**src/rtl/core/illcr_pkg.sv**
```systemverilog
// illcr_pkg: shared types and constants for the least-loaded interrupt router.
// Used by every module under rtl/core; depends on nothing.
package illcr_pkg;

    localparam int MAX_CORES_DEF       = 16;
    localparam int IRQ_LINES_DEF       = 16;
    localparam int BALANCE_DIVISOR_DEF = 10;

    localparam logic [63:0] COUNT_INIT_MIN = 64'hFFFF_FFFF_FFFF_FFFF;
    localparam logic [63:0] COUNT_NEAR_MAX = 64'hFFFF_FFFF_FFFF_FFFE;

    localparam int CFG_IDX_W  = 2;
    localparam int CFG_DATA_W = 5;

    typedef enum logic [CFG_IDX_W-1:0] {
        CFG_SYM_IO   = 2'd0,
        CFG_BAL_EN   = 2'd1,
        CFG_CORE_CNT = 2'd2
    } cfg_idx_t;

    typedef struct packed {
        logic [3:0] irq;
        logic [3:0] core_id;
    } in_item_t;

    typedef struct packed {
        logic       eoi_to_apic;
        logic [3:0] eoi_irq;
        logic       route_valid;
        logic [3:0] route_core;
        logic       counts_cleared;
    } out_item_t;

    // classified command passed from front to back
    typedef struct packed {
        logic [3:0] irq;
        logic [3:0] core_id;
        logic       has_counter;
        logic       eoi_to_apic;
        logic       balance_en;
        logic [4:0] scan;
    } cmd_t;

    localparam int QUEUE_DEPTH = 2;

endpackage

```
**src/rtl/core/illcr_front.sv**
```systemverilog
// illcr_front: input transfer, configuration registers and item classification.
// Depends on illcr_pkg.
module illcr_front #(
    parameter int MAX_CORES = illcr_pkg::MAX_CORES_DEF,
    parameter int IRQ_LINES = illcr_pkg::IRQ_LINES_DEF
) (
    input  logic                                clk,
    input  logic                                rst_n,
    input  logic                                in_valid,
    output logic                                in_stall,
    input  illcr_pkg::in_item_t                 in_data,
    input  logic                                cfg_wr_en,
    input  logic [illcr_pkg::CFG_IDX_W-1:0]     cfg_index,
    input  logic [illcr_pkg::CFG_DATA_W-1:0]    cfg_data,
    input  logic                                init_busy,
    input  logic                                q_full,
    output logic                                q_push,
    output illcr_pkg::cmd_t                     q_din
);

    logic            sym_io_reg;
    logic            bal_en_reg;
    logic [4:0]      core_cnt_reg;
    logic            hold_valid_reg, hold_valid_next;
    illcr_pkg::cmd_t hold_reg;
    illcr_pkg::cmd_t cmd;
    logic            accept;

    always_ff @(posedge clk or negedge rst_n) begin
        if (!rst_n)
        begin
            sym_io_reg   <= 1'b0;
            bal_en_reg   <= 1'b0;
            core_cnt_reg <= 5'd1;
        end
        else if (cfg_wr_en)
        begin
            case (cfg_index)
                illcr_pkg::CFG_SYM_IO:   sym_io_reg   <= cfg_data[0];
                illcr_pkg::CFG_BAL_EN:   bal_en_reg   <= cfg_data[0];
                illcr_pkg::CFG_CORE_CNT: core_cnt_reg <= cfg_data[4:0];
                default: ;
            endcase
        end
    end

    always_comb
    begin
        cmd.irq         = in_data.irq;
        cmd.core_id     = in_data.core_id;
        cmd.has_counter = (32'(in_data.core_id) < MAX_CORES) && (32'(in_data.irq) < IRQ_LINES);
        cmd.eoi_to_apic = sym_io_reg;
        cmd.balance_en  = bal_en_reg;
        cmd.scan        = (32'(core_cnt_reg) > MAX_CORES) ? 5'(MAX_CORES) : core_cnt_reg;
    end

    assign q_push   = hold_valid_reg && !q_full;
    assign q_din    = hold_reg;
    assign in_stall = init_busy || (hold_valid_reg && q_full);
    assign accept   = in_valid && !in_stall;

    always_comb
    begin
        hold_valid_next = hold_valid_reg;
        if (accept)
            hold_valid_next = 1'b1;
        else if (q_push)
            hold_valid_next = 1'b0;
    end

    always_ff @(posedge clk or negedge rst_n) begin
        if (!rst_n)
            hold_valid_reg <= 1'b0;
        else
            hold_valid_reg <= hold_valid_next;
    end

    always_ff @(posedge clk) begin
        if (accept)
            hold_reg <= cmd;
    end

endmodule

```
**config.mk**
```make
export PLATFORM = sky130hd
export DESIGN_NAME = illcr_front
export DESIGN_NICKNAME = d
export VERILOG_FILES = /design/src/rtl/core/illcr_pkg.sv /design/src/rtl/core/illcr_front.sv
export SDC_FILE = /design/constraint.sdc
export NUM_CORES = 1
export LEC_CHECK = 0
export BUFFER_PORTS_ARGS = -buffer_cell sky130_fd_sc_hd__buf_4
export CORE_MARGIN = 2
export CORE_UTILIZATION = 44
export CTS_CLUSTER_DIAMETER = 50
export DETAILED_ROUTE_END_ITERATION = 16
export PLACE_DENSITY = 0.76
export SYNTH_ARGS = -nofsm -noshare
export SYNTH_HDL_FRONTEND = slang
export SYNTH_SLANG_ARGS = --single-unit
```
**constraint.sdc**
```tcl
create_clock -name clk -period 2.18 [get_ports clk]
set_input_delay 0.436 -clock clk [delete_from_list [all_inputs] [get_ports clk]]
set_output_delay 0.436 -clock clk [all_outputs]
set_load 0.05 [all_outputs]
```
# Word-level counts from Yosys, hierarchy flattened
# Index checks and enable logic that the tools add are counted.
# op_classes
order_cmp	1
eq_ne	2
n_mux	2
reduce_logical	11
# ops
op	count
AND reduction 2 bit	3
> comparator 5 bit (second input constant)	1
logical AND 1 bit	3
== test 2 x 1 -> 1 bit (second input constant)	1
== test 2 bit (second input constant)	1
logical NOT 1 bit	2
logical NOT 2 bit	1
2-to-1 mux 1 bit	2
nonzero test 2 bit	1
logical OR 1 bit	1
# word_totals
regBits	23
in_bits	21
out_inout_bits	18
word_cells	25

# Longest topological paths before layout
# logic_depth
ltp_word	5
depth_mapped	2
ltp_nobuf	2

# Worst setup path before layout
# Ideal clock, no wire load.
# synth_timing
kind	input -> register
startpoint	input init_busy
endpoint	register hold_reg, in the netlist q_din[0], enable pin
setup_time_ns	0.392
arrival_ns	1.358
required_time_ns	1.788
setup_slack_ns	0.430
stages	2
n_path_buf	0
cell_sequence	nand2b_1 -> a21oi_1
# synth_via
elab_chain_len	3
# synth_lines
element	line	rtl
from (decl)	illcr_front.sv:15	input logic init_busy,
logical OR 1 bit	illcr_front.sv:59	assign in_stall = init_busy || (hold_valid_reg && q_full);
logical NOT 1 bit	illcr_front.sv:60	assign accept = in_valid && !in_stall;
logical AND 1 bit	illcr_front.sv:60	
named net accept	illcr_front.sv:27	logic accept;
to (signal assigned)	illcr_front.sv:80	hold_reg <= cmd;
to (decl)	illcr_front.sv:25	illcr_pkg::cmd_t hold_reg;
# The timed path passes the listed nets, and every way through them passes these cells.
# A chain may end at the register's enable or synchronous reset.

# Final worst setup path
# layout_timing
startpoint	register hold_valid_reg
endpoint	output in_stall
# layout_via
elab_chain_len	2
# layout_lines
element	line	rtl
from (decl)	illcr_front.sv:24	logic hold_valid_reg, hold_valid_next;
from (signal assigned)	illcr_front.sv:75	hold_valid_reg <= hold_valid_next;
logical AND 1 bit	illcr_front.sv:59	
logical OR 1 bit	illcr_front.sv:59	
to (decl)	illcr_front.sv:10	output logic in_stall,
# Every way passes these cells.

==> flow_summary.toml <==
[critical_path]
crit_type = "register to output port"
startpoint_type = "register"
cp.arrival_ns = 1.02
r2r_setup_slack_ns = 1.12
r2r-end = "q_din[10]$_DFFE_PP_"
reg2reg_from = "hold_valid_reg$_DFFE_PN0P_"
cp_data_required_time_ns = 1.74
endpoint_kind = "output port"
crit_fanout = 3
worstRegToRegCells = 2

[synthesis]
synth_seq_cells = 23
synthDistinctLibCells = 15
syn_avg_cell_area_um2 = 18.7
yosysWarnings = 0
syn_area_um2 = 861
synthCells = 46
ys_seq_area_share_pct = 75.7
syn_nets = 67

[detailed_routing]
antenna_left = 0
drc_errors = 0
vias = 502
drtPass1Iterations = 2
wirelength_um = 1350
first_iter_violations = 4
wl_per_cell_um = 12.1
viasPerCell = 4.48

[clock_network]
clk_latency_ns = 0.30
cts_resized = 0
clockBufferDepth = 2
htree_levels = 1
cts_tree = "yes"
postCtsHoldBufs = 1
cts_buffers = 3
cts_setup_buffers = 0
clock-sinks = 23
cts_root_buf = "clkbuf_4"
clk_pin_slew_worst_paths_ns = 0.12

[timing]
min_period_ns = 1.45
fin_crit_sh_pct = 66.6
skew_ns = 0.00624
finalHoldViolCount = 0
setup_tns_ns = 0
fmax_ghz = 0.689
holdWs_ns = 0.307
finalMaxSlewViolations = 0
rsz0062_at_grt = "no"
setup_viol = 0

[floorplan]
start_util_pct = 48.3
dieArea_mm2 = 0.00233
core_region_area_mm2 = 0.00178
die_w_um = 48.2
ioPinCount = 39
num_rows = 15
die_h_um = 48.2

[pwr]
clkPwrFrac_pct = 20.2
internal_power_mw = 0.674
peakVddDrop_v = 0.000401
power.density_mw_per_mm2 = 759
power_leakage_nw = 0.542
p_switching_mw = 0.239
power_frac_seq_pct = 59.1
combPwrFrac_pct = 20.7
p_sw_share_pct = 26.2

[min_path]
holdPathEnd = "q_din[11]$_DFFE_PP_"
min-delay-start = "in_data[3]"
hold_path.class = "primary input to register"
hold-path-cell-count = 1

[job]
drv_cap = 0

[placed_design]
place_congestion = 0.639
numPortBuffers = 37

[finish]
n_fill_cell = 144
fin_nets = 109
largest_reg_flops = 15
num_antenna_cells = 0
drive_gt1_share_pct = 59.8
syn2layout_area_growth_pct = 39.8
layout_commonest_cell = "buf_4"
mostFrequentLayoutCells = "buf_4, edfxtp_1, dfrtp_1"

[global_routing]
grt_max_degree = 16
grt_pass1_vias = 481
grt_util_all_layers_pct = 13.6
antenna_found_initial = 0
grt_pass1_wl_um = 2120
overflow = 0

[run_status]
status = "completed"
-- metrics by stage --
step	worst slack [ns]	cell area, um^2	instances	util, %	total power [mW]
after global placement	0.840	1170	107	65.4	0.734
after floorplan	0.430	861	46	-	0.671
after CTS	0.714	1200	112	67.5	0.922
final	0.728	1200	112	67.5	0.914
after global routing	0.641	1200	112	67.5	0.959
after detailed placement	0.813	1170	107	65.4	0.740
-- synth_stat cells, drive strengths merged --
cell / count / share of area, %
mux2: 7 / 11
nand2: 2 / 0.87
dfrtp: 7 / 20
buf: 1 / 0.87
clkbuf: 1 / 0.44
nand2b: 2 / 1.5
a21oi: 1 / 0.58
conb: 1 / 0.44
nor3b: 1 / 1.5
dfstp: 1 / 3.1
nor2b: 5 / 3.6
edfxtp: 15 / 52
nand3b: 2 / 3.2
-- cells by family after synthesis --
| kind of cell | after synthesis | share of synthesized area (%) |
|---|---|---|
| compound gates | 1 | 0.581 |
| buf+inv | 2 | 1.31 |
| flops | 23 | 75.7 |
| mux | 7 | 11.3 |
| other cells | 1 | 0.436 |
| simple gates | 12 | 10.6 |
-- area by class of cell --
| cell class | count | area, um^2 | share of cell area, % |
|---|---|---|---|
| Clock inverter | 1 | 5.00 | 0.416 |
| Timing Repair Buffer | 39 | 295 | 24.5 |
| Sequential cell | 23 | 652 | 54.2 |
| Tap cell | 25 | 31.3 | 2.60 |
| Clock buffer | 3 | 22.5 | 1.87 |
| Multi-Input combinational cell | 21 | 198 | 16.4 |
-- layer usage --
layer | GRT usage, % | wire length (um)
met1 | 16.7 | 548
met5 | 0 | 0
met3 | 3.70 | 155
met4 | 6.49 | 10
met2 | 22.1 | 636
-- worst max-delay path by stage --
stage                                from                     end  slack, ns
2_1_floorplan                   init_busy  q_din[0]$_SDFFCE_PN0P_       0.43
3_3_place_gp                    init_busy     q_din[11]$_DFFE_PP_       0.84
3_5_place_dp                    init_busy     q_din[11]$_DFFE_PP_       0.81
4_1_cts        hold_valid_reg$_DFFE_PN0P_                in_stall       0.71
5_1_grt        hold_valid_reg$_DFFE_PN0P_                  q_push       0.64
6_report       hold_valid_reg$_DFFE_PN0P_                in_stall       0.73
-- power by group through the flow --
stage | Sequential [mW] | Combinational (mW) | Clock (mW)
4_1_cts | 0.541 | 0.191 | 0.190
2_1_floorplan | 0.599 | 0.0716 | 0
6_report | 0.540 | 0.189 | 0.185
3_3_place_gp | 0.548 | 0.185 | 0
3_5_place_dp | 0.551 | 0.190 | 0
5_1_grt | 0.547 | 0.203 | 0.209
-- worst max-delay path, stage by stage, from the launching register on --
cell and delay (ns):
dfrtp_1 0.40, nand2_1 0.08, nand2b_1 0.06, buf_4 0.19
Power figures use the tool's default switching activity.
