<file path="config.mk">
export PLATFORM = sky130hd
export DESIGN_NAME = illcr_fifo
export DESIGN_NICKNAME = d
export VERILOG_FILES = /design/src/rtl/core/illcr_pkg.sv /design/src/rtl/core/illcr_fifo.sv
export SDC_FILE = /design/constraint.sdc
export NUM_CORES = 1
export LEC_CHECK = 0
export BUFFER_PORTS_ARGS = -buffer_cell sky130_fd_sc_hd__buf_2
export CAP_MARGIN = 20
export CORE_ASPECT_RATIO = 2
export CORE_MARGIN = 4
export CORE_UTILIZATION = 50
export CTS_CLUSTER_SIZE = 25
export DETAILED_ROUTE_END_ITERATION = 12
export PLACE_DENSITY = 0.77
export SKIP_LAST_GASP = 1
export SYNTH_ARGS = -nofsm -noshare
export SYNTH_HDL_FRONTEND = slang
export SYNTH_SLANG_ARGS = --single-unit
export TNS_END_PERCENT = 100
</file>
<file path="constraint.sdc">
create_clock -name clk -period 1.8 [get_ports clk]
set_input_delay 0.27 -clock clk [delete_from_list [all_inputs] [get_ports clk]]
set_output_delay 0.27 -clock clk [all_outputs]
set_load 0.03 [all_outputs]
</file>
<file path="src/rtl/core/illcr_pkg.sv">
// illcr_pkg: shared types and constants for the least-loaded interrupt router.
// Used by every module under rtl/core; depends on nothing.
package illcr_pkg;

    localparam int MAX_CORES_DEF       = 16;
    localparam int IRQ_LINES_DEF       = 16;
    localparam int BALANCE_DIVISOR_DEF = 10;

    localparam logic [63:0] COUNT_INIT_MIN = 64'hFFFF_FFFF_FFFF_FFFF;
    localparam logic [63:0] COUNT_NEAR_MAX = 64'hFFFF_FFFF_FFFF_FFFE;

    localparam int CFG_IDX_W  = 2;
    localparam int CFG_DATA_W = 5;

    typedef enum logic [CFG_IDX_W-1:0] {
        CFG_SYM_IO   = 2'd0,
        CFG_BAL_EN   = 2'd1,
        CFG_CORE_CNT = 2'd2
    } cfg_idx_t;

    typedef struct packed {
        logic [3:0] irq;
        logic [3:0] core_id;
    } in_item_t;

    typedef struct packed {
        logic       eoi_to_apic;
        logic [3:0] eoi_irq;
        logic       route_valid;
        logic [3:0] route_core;
        logic       counts_cleared;
    } out_item_t;

    // classified command passed from front to back
    typedef struct packed {
        logic [3:0] irq;
        logic [3:0] core_id;
        logic       has_counter;
        logic       eoi_to_apic;
        logic       balance_en;
        logic [4:0] scan;
    } cmd_t;

    localparam int QUEUE_DEPTH = 2;

endpackage

</file>
<file path="src/rtl/core/illcr_fifo.sv">
// illcr_fifo: short command queue between front and back.
// Depends on illcr_pkg.
module illcr_fifo (
    input  logic            clk,
    input  logic            rst_n,
    input  logic            push,
    input  illcr_pkg::cmd_t din,
    input  logic            pop,
    output illcr_pkg::cmd_t dout,
    output logic            full,
    output logic            empty
);

    localparam int PW = (illcr_pkg::QUEUE_DEPTH > 1) ? $clog2(illcr_pkg::QUEUE_DEPTH) : 1;
    localparam int NW = $clog2(illcr_pkg::QUEUE_DEPTH + 1);

    illcr_pkg::cmd_t slot_reg [illcr_pkg::QUEUE_DEPTH];
    logic [PW-1:0]   wr_ptr_reg, wr_ptr_next;
    logic [PW-1:0]   rd_ptr_reg, rd_ptr_next;
    logic [NW-1:0]   fill_reg, fill_next;

    assign full  = (fill_reg == NW'(illcr_pkg::QUEUE_DEPTH));
    assign empty = (fill_reg == '0);
    assign dout  = slot_reg[rd_ptr_reg];

    always_comb
    begin
        wr_ptr_next = wr_ptr_reg;
        rd_ptr_next = rd_ptr_reg;
        fill_next   = fill_reg;
        if (push)
            wr_ptr_next = (32'(wr_ptr_reg) == illcr_pkg::QUEUE_DEPTH - 1) ? '0 : wr_ptr_reg + 1'b1;
        if (pop)
            rd_ptr_next = (32'(rd_ptr_reg) == illcr_pkg::QUEUE_DEPTH - 1) ? '0 : rd_ptr_reg + 1'b1;
        if (push && !pop)
            fill_next = fill_reg + 1'b1;
        else if (pop && !push)
            fill_next = fill_reg - 1'b1;
    end

    always_ff @(posedge clk or negedge rst_n) begin
        if (!rst_n)
        begin
            wr_ptr_reg <= '0;
            rd_ptr_reg <= '0;
            fill_reg   <= '0;
        end
        else
        begin
            wr_ptr_reg <= wr_ptr_next;
            rd_ptr_reg <= rd_ptr_next;
            fill_reg   <= fill_next;
        end
    end

    always_ff @(posedge clk) begin
        if (push)
            slot_reg[wr_ptr_reg] <= din;
    end

endmodule

</file>
Word level (Yosys, flattened, before mapping)
Memory sizes are Yosys's and may differ from the RTL's.
Index checks and enable logic that the tools add are counted.
{"block": "totals", "reg_bits": 4, "ram_bits": 32, "in_bits": 20, "out_inout_bits": 18, "mem_count": 1}
{"memory": "slot_reg", "depth": 2, "word_bits": 16, "rd": 1, "rd_clocked_by_memory_dff": 0, "write_ports": 1, "line_no": "illcr_fifo.sv:17", "text": "illcr_pkg::cmd_t slot_reg [illcr_pkg::QUEUE_DEPTH];"}
{"block": "op_classes", "addsub": 4, "eq_ne": 1, "n_mux": 6, "n_reduce_logical": 6}
{"cell": "$mux 1", "count": 4}
{"cell": "$mux 2", "count": 2}
{"cell": "$add 1x1->1 const B", "count": 2}
{"cell": "$add 2x1->2 const B", "count": 1}
{"cell": "$eq 2x2->1 const B", "count": 1}
{"cell": "$logic_and 1x1->1", "count": 2}
{"cell": "$logic_not 1->1", "count": 2}
{"cell": "$logic_not 2->1", "count": 1}
{"cell": "$reduce_bool 2->1", "count": 1}
{"cell": "$sub 2x1->2 const B", "count": 1}

Longest topological paths before layout
Gate-level depths: netlist of the first run.
{"block": "depth", "word_depth": 4, "depth_mapped": 5, "depth_no_buf": 5}

Worst setup path before layout of the first run
No wires, ideal clock.
{"block": "synth_path", "path_type": "reg-to-reg", "start": "reg wr_ptr_reg", "end": "mem slot_reg[0][0] in the netlist's numbering (enable)", "arrival_time_ps": 1139, "path_slack_ps": 271, "stages_incl_launch_ff": 2, "path_buffers": 0, "cell_sequence": "dfrtp_1 nor2b_1"}
{"element": "start, declared", "line_no": "illcr_fifo.sv:18", "text": "logic [PW-1:0] wr_ptr_reg, wr_ptr_next;"}
{"element": "start signal, assigned", "line_no": "illcr_fifo.sv:50", "text": "wr_ptr_reg <= wr_ptr_next;"}
{"element": "end, declared", "line_no": "illcr_fifo.sv:17"}
No word-level cell before the write port.

==> flow_summary_export.csv, run 1 <==
group,metric,value,unit
run_status,status,"finished, final reports clean",
sta,slew_headroom,78.5,%
cts,cts.sinks,36,
final_layout,syn2layout_area_growth,23.7,%
global_routing,overflow,0,
sta,period_needed,1.69,ns
cts,cts_tree,"done",
cts,post-cts-setup-buffers,0,
floorplan,core_area,2600,um2
cts,cts_root_buf,"clkbuf_8",
final_layout,mostFrequentLayoutCells,"buf_2 (37), edfxtp_1 (32), mux2_4 (9), mux2_2 (7), clkbuf_8 (5)",
route,drtIter0Drc,18,
sta,rsz0062_at_grt,"false",
pwr,power_density,1650,nW/um2
hold_path,whs_path_depth,1,
placement,place_congestion,0.592,
placement,post-place-ws,0.336,ns
final_layout,largest_reg_flops,32,
cts,cts_buffers,5,
route,routed_wl,2200,um
synthesis,synth_area,1390,um2
critical_path,crit_chain,"buf_4 > mux2_4 > buf_2",
global_routing,antenna_found_initial,0,
global_routing,grt_usage,14.3,%
critical_path,r2r-start,"wr_ptr_reg",
cts,path_clk_slew,0.07,ns
synthesis,synth.largest_area_cell,"edfxtp_1",
route,drtPass1Iterations,2,
floorplan,num_io_pins,38,
global_routing,grt_pass1_vias,741,
synthesis,ys_types,13,
final_layout,num_antenna_cells,0,
hold_path,holdCritStartpoint,"din[13]",
job,cap_viol_max_count,0,
sta,fin_crit_sh,94.0,%
sta,skew,0.00806,ns
sta,setup_viol,0,
critical_path,cp_slowest_cell,"dfrtp_2",
critical_path,crit_buf_inv,2,
sta,fin_tns_setup,0,ns
sta,hold_viol,0,
hold_path,hp-class,"in -> reg",
synthesis,ys_seq_area_share,76.2,%
final_layout,fin_util,66.2,%
sta,worst_pin_slew,0.322,ns
critical_path,critPathTopFamily,"flip-flops",
cts,insertion_delay,0.29,ns
critical_path,worst_ep_required_time,1.53,ns
cts,htree_num_levels,2,
pwr,ir_worst_vdd,0.00101,V
critical_path,r2r_end,"slot_reg[1][3]",
final_layout,nNetsFinal,135,
floorplan,die-height,82.6,um
floorplan,die_w,45.3,um
pwr,p_leak,0.712,nW
synthesis,syn-num-nets,87,
synthesis,syn_avg_cell_area,21.1,um2
synthesis,synth_top_area_share,69.0,%
critical_path,rrSetupSlack,0.61,ns
critical_path,max_stage_delay,0.42,ns
critical_path,start_kind,"flop",
critical_path,reg2reg_depth,2,
hold_path,min_to,"slot_reg[1][13]",
placement,port_buffers,37,
global_routing,grt_max_degree,12,
route,drc,0,
final_layout,stdcell_count,143,
global_routing,grt_pass1_wl,3440,um
sta,slew_violations,0,
floorplan,rows,26,
floorplan,dieArea,3740,um2
route,via_count,703,
placement,dp_cells,134,
critical_path,arrival,1.42,ns
synthesis,synth_area_leaders,"edfxtp_1 (69%), mux2_4 (9.7%), dfrtp_1 (7.2%)",
synthesis,synth_cells,66,
floorplan,initial_core_util,53.5,%
placement,hpwl,1660,um
critical_path,crit_path_end_kind,"primary output",
critical_path,critPathKind,"reg -> out",
route,antenna_left,0,
synthesis,synth_seq_cells,36,
route,post_drt_wl_per_cell,15.4,um
final_layout,layout-drive-gt1-share,55.7,%
critical_path,crit_fanout,8,
final_layout,final_common_cell,"buf_2",
route,viasPerCell,4.92,
synthesis,ys_warn_count,0,
cts,clock_path_buffers,2,
sta,fmax,591,MHz
sta,worst_slack,0.108,ns
[worst max path at each step]
stage               slack, ns       start             end  cells after the start
detailed placement       0.34  rd_ptr_reg         dout[5]                      3
global route             0.03  rd_ptr_reg        dout[12]                      3
floorplan                0.27  wr_ptr_reg  slot_reg[0][0]                      1
CTS                      0.03  rd_ptr_reg         dout[5]                      3
global placement         0.37  rd_ptr_reg        dout[11]                      3
finish                   0.11  rd_ptr_reg         dout[5]                      3
[metal layers]
metal / global-route usage [%] / vias to the layer above / share of wire, %
met2: 24.3 / 27 / 56
met1: 12.7 / 330 / 34
met4: 11.4 / 0 / 3.4
met3: 5.42 / 5 / 6.7
li1: - / 341 / -
met5: 0 / - / 0
[synthesized netlist by cell type]
cell / instances
mux2_2: 7
mux2_4: 9
xnor2_1: 1
nor2b_1: 2
ha_1: 1
dfrtp_1: 4
buf_12: 1
inv_1: 1
buf_6: 1
nor2_1: 2
edfxtp_1: 32
xor2_1: 4
and2_1: 1
[report_power, final]
| part | total (W) | internal, W | switching [W] |
|---|---|---|---|
| logic | 0.00110 | 0.000457 | 0.000645 |
| clock network | 0.000515 | 0.000269 | 0.000247 |
| registers | 0.00122 | 0.00113 | 0.0000930 |
[metrics by stage]
stage | cell area [um2] | hold slack [ns] | power (W)
6_report | 1720 | 0.172 | 0.00284
3_3_place_gp | 1630 | 0.0815 | 0.00231
2_1_floorplan | 1390 | -0.0256 | 0.00208
3_5_place_dp | 1630 | 0.0867 | 0.00235
5_1_grt | 1720 | 0.157 | 0.00299
4_1_cts | 1720 | 0.162 | 0.00287
[timing repair]
| item | CTS | global route |
|---|---|---|
| hold buffers | 1 | 0 |
| resized for setup | 0 | 1 |
| endpoints found under the setup margin | 0 | 13 |
| hold endpoints to repair | 4 | 0 |
[final cells by class]
| type | instances | area, um2 |
|---|---|---|
| Clock inverter | 1 | 3.75 |
| Multi-Input combinational cell | 27 | 297 |
| Clock buffer | 7 | 76.3 |
| Tap cell | 28 | 35.0 |
| Sequential cell | 36 | 1060 |
| Inverter | 1 | 3.75 |
| Fill cell | 189 | 880 |
| Timing Repair Buffer | 43 | 245 |
[logic make-up after synthesis]
family	Yosys count	share of synthesized area, %
DFF	36	76.2
muxes	16	15.4
xor gates and xnor gates	5	3.14
and+or+nand+nor	5	1.89
buffers and inverters	3	2.52
adders and majority gates	1	0.898
Note: power is estimated with default switching activity, not from simulation.
==> run 2: changes to the inputs <==
--- a/config.mk
+++ b/config.mk
@@ -5,11 +5,14 @@
 export SDC_FILE = /design/constraint.sdc
 export NUM_CORES = 1
 export LEC_CHECK = 0
+export ABC_AREA = 1
 export BUFFER_PORTS_ARGS = -buffer_cell sky130_fd_sc_hd__buf_2
 export CAP_MARGIN = 20
 export CORE_ASPECT_RATIO = 2
 export CORE_MARGIN = 4
 export CORE_UTILIZATION = 50
+export CTS_BUF_LIST = sky130_fd_sc_hd__clkbuf_4 sky130_fd_sc_hd__clkbuf_8 sky130_fd_sc_hd__clkbuf_16
+export CTS_CLUSTER_DIAMETER = 40
 export CTS_CLUSTER_SIZE = 25
 export DETAILED_ROUTE_END_ITERATION = 12
 export PLACE_DENSITY = 0.77
==> flow_summary_export.csv, run 2 <==
group,metric,value,unit
synthesis,ys_warn_count,0,
route,drc,0,
route,antenna_left,0,
cts,holdBufCountCts,1,
sta,hold_viol,0,
sta,worst_slack,0.155,ns
global_routing,overflow,0,
synthesis,synth_top_area_share,68.0,%
placement,hpwl,1660,um
synthesis,synth_most_common_cell,"edfxtp_1",
cts,cts.sinks,36,
critical_path,critPathTopFamily,"buffers and inverters",
cts,clock_path_buffers,2,
job,cap_viol_max_count,0,
placement,port_buffers,37,
sta,rsz0062_at_grt,"false",
pwr,p_leak,0.742,nW
critical_path,rrSetupSlack,0.52,ns
sta,period_needed,1.65,ns
synthesis,syn-num-nets,96,
route,drtPass1Iterations,2,
final_layout,largest_reg_flops,32,
route,post_drt_wl_per_cell,14.3,um
floorplan,die-height,83.2,um
floorplan,dieArea,3790,um2
sta,setup_viol,0,
hold_path,hp-class,"in -> reg",
final_layout,fin_util,63.2,%
critical_path,cp_slowest_cell,"dfrtp_1",
synthesis,synth_edf_count,32,
global_routing,grt_max_degree,17,
floorplan,initial_core_util,51.6,%
critical_path,reg2reg_depth,2,
pwr,power_density,1650,nW/um2
synthesis,ys_types,14,
sta,fin_crit_sh,91.4,%
final_layout,layout-drive-gt1-share,51.6,%
synthesis,synth_area,1410,um2
critical_path,crit_buf_inv,2,
synthesis,ys_seq_area_share,75.1,%
final_layout,mostFrequentLayoutCells,"buf_2 (37), edfxtp_1 (32), mux2_4 (9), inv_1 (7), mux2_2 (7)",
sta,skew,0.00459,ns
cts,cts_buffers,5,
synthesis,ys.flop_type,"edfxtp_1",
critical_path,critPathKind,"reg -> out",
sta,hold_slack,0.175,ns
synthesis,synth_cells,75,
final_layout,n_fill_cell,218,
cts,post-cts-setup-buffers,0,
final_layout,final_area,1730,um2
synthesis,synthArstFlopShare,11.1,%
synthesis,syn_avg_cell_area,18.8,um2
synthesis,synth_area_leaders,"edfxtp_1 (68%), mux2_4 (9.6%), dfrtp_1 (7.1%)",
sta,worst_pin_slew,0.625,ns
cts,cts_root_buf,"clkbuf_8",
final_layout,syn2layout_area_growth,22.4,%
critical_path,worst_ep_required_time,1.53,ns
sta,fmax,608,MHz
route,drtIter0Drc,14,
global_routing,grt_pass1_wl,3460,um
sta,fin_tns_setup,0,ns
cts,cts_tree,"done",
route,viasPerCell,4.96,
critical_path,start_kind,"flop",
critical_path,crit_fanout,10,
cts,path_clk_slew,0.06,ns
critical_path,worstSetupPathDepth,3,
global_routing,grt_pass1_vias,801,
cts,insertion_delay,0.28,ns
cts,cts_repair_resize_count,0,
synthesis,synth_common_cells,"edfxtp_1 (32), mux2_4 (9), inv_1 (7), mux2_2 (7), nand2_1 (5)",
sta,slew_violations,0,
final_layout,num_antenna_cells,0,
final_layout,nNetsFinal,143,
floorplan,die_w,45.6,um
critical_path,max_stage_delay,0.36,ns
critical_path,arrival,1.38,ns
placement,post-place-ws,0.449,ns
placement,place_area,1630,um2
floorplan,rows,27,
synthesis,synth_seq_cells,36,
hold_path,whs_path_depth,1,
run_status,status,"finished, final reports clean",
pwr,ir_worst_vdd,0.000932,V
placement,place_congestion,0.587,
floorplan,core_area,2740,um2
final_layout,final_common_cell,"buf_2",
critical_path,crit_chain,"buf_4 > mux2_2 > buf_2",
global_routing,antenna_found_initial,0,
synthesis,synth.largest_area_cell,"edfxtp_1",
route,via_count,749,
critical_path,crit_path_end_kind,"primary output",
route,routed_wl,2160,um
sta,slew_headroom,58.3,%
cts,htree_num_levels,2,
global_routing,grt_usage,13.2,%
floorplan,num_io_pins,38,
## run 2: worst paths after layout
| kind | startpoint | end |
|---|---|---|
| worst max register to register | wr_ptr_reg | slot_reg[1][9] |
| min in group asynchronous | rst_n | fill_reg[1] |
| worst max-delay path | rd_ptr_reg | dout[0] |
| worst min register to register | wr_ptr_reg | wr_ptr_reg |
| max in group asynchronous | rst_n | fill_reg[0] |
| worst min-delay path | din[15] | slot_reg[1][15] |
## run 2: routing by layer
metal	vias to the layer above	routed length, um	GRT usage [%]
met5	-	0	0
li1	364	-	-
met1	357	668	11.6
met3	5	143	4.34
met4	0	64	8.00
met2	23	1280	23.3
## run 2: cells by family after synthesis
| group | synth area share, % |
|---|---|
| simple gates | 2.92 |
| mux | 15.1 |
| xor+xnor | 1.86 |
| buf+inv | 4.07 |
| flops | 75.1 |
| fa+ha+maj | 0.886 |
## run 2: power by group
part / switching, W / internal, W
sequential: 0.0000734 / 0.00112
combinational: 0.000677 / 0.000432
clock: 0.000246 / 0.000297
total: 0.000997 / 0.00185
## run 2: final cells by class
type | instances | area (um2) | area share, %
Tap cell | 29 | 36.3 | 2.10
Multi-Input combinational cell | 30 | 294 | 17.0
Clock buffer | 6 | 82.6 | 4.78
Sequential cell | 36 | 1060 | 61.4
Timing Repair Buffer | 42 | 225 | 13.0
Inverter | 7 | 26.3 | 1.52
Clock inverter | 1 | 3.75 | 0.217
## run 2: stage by stage
step,power (W),std cells
2_1_floorplan,0.00209,75
3_3_place_gp,0.00229,143
3_5_place_dp,0.00234,143
4_1_cts,0.00288,151
5_1_grt,0.00298,151
6_report,0.00285,151
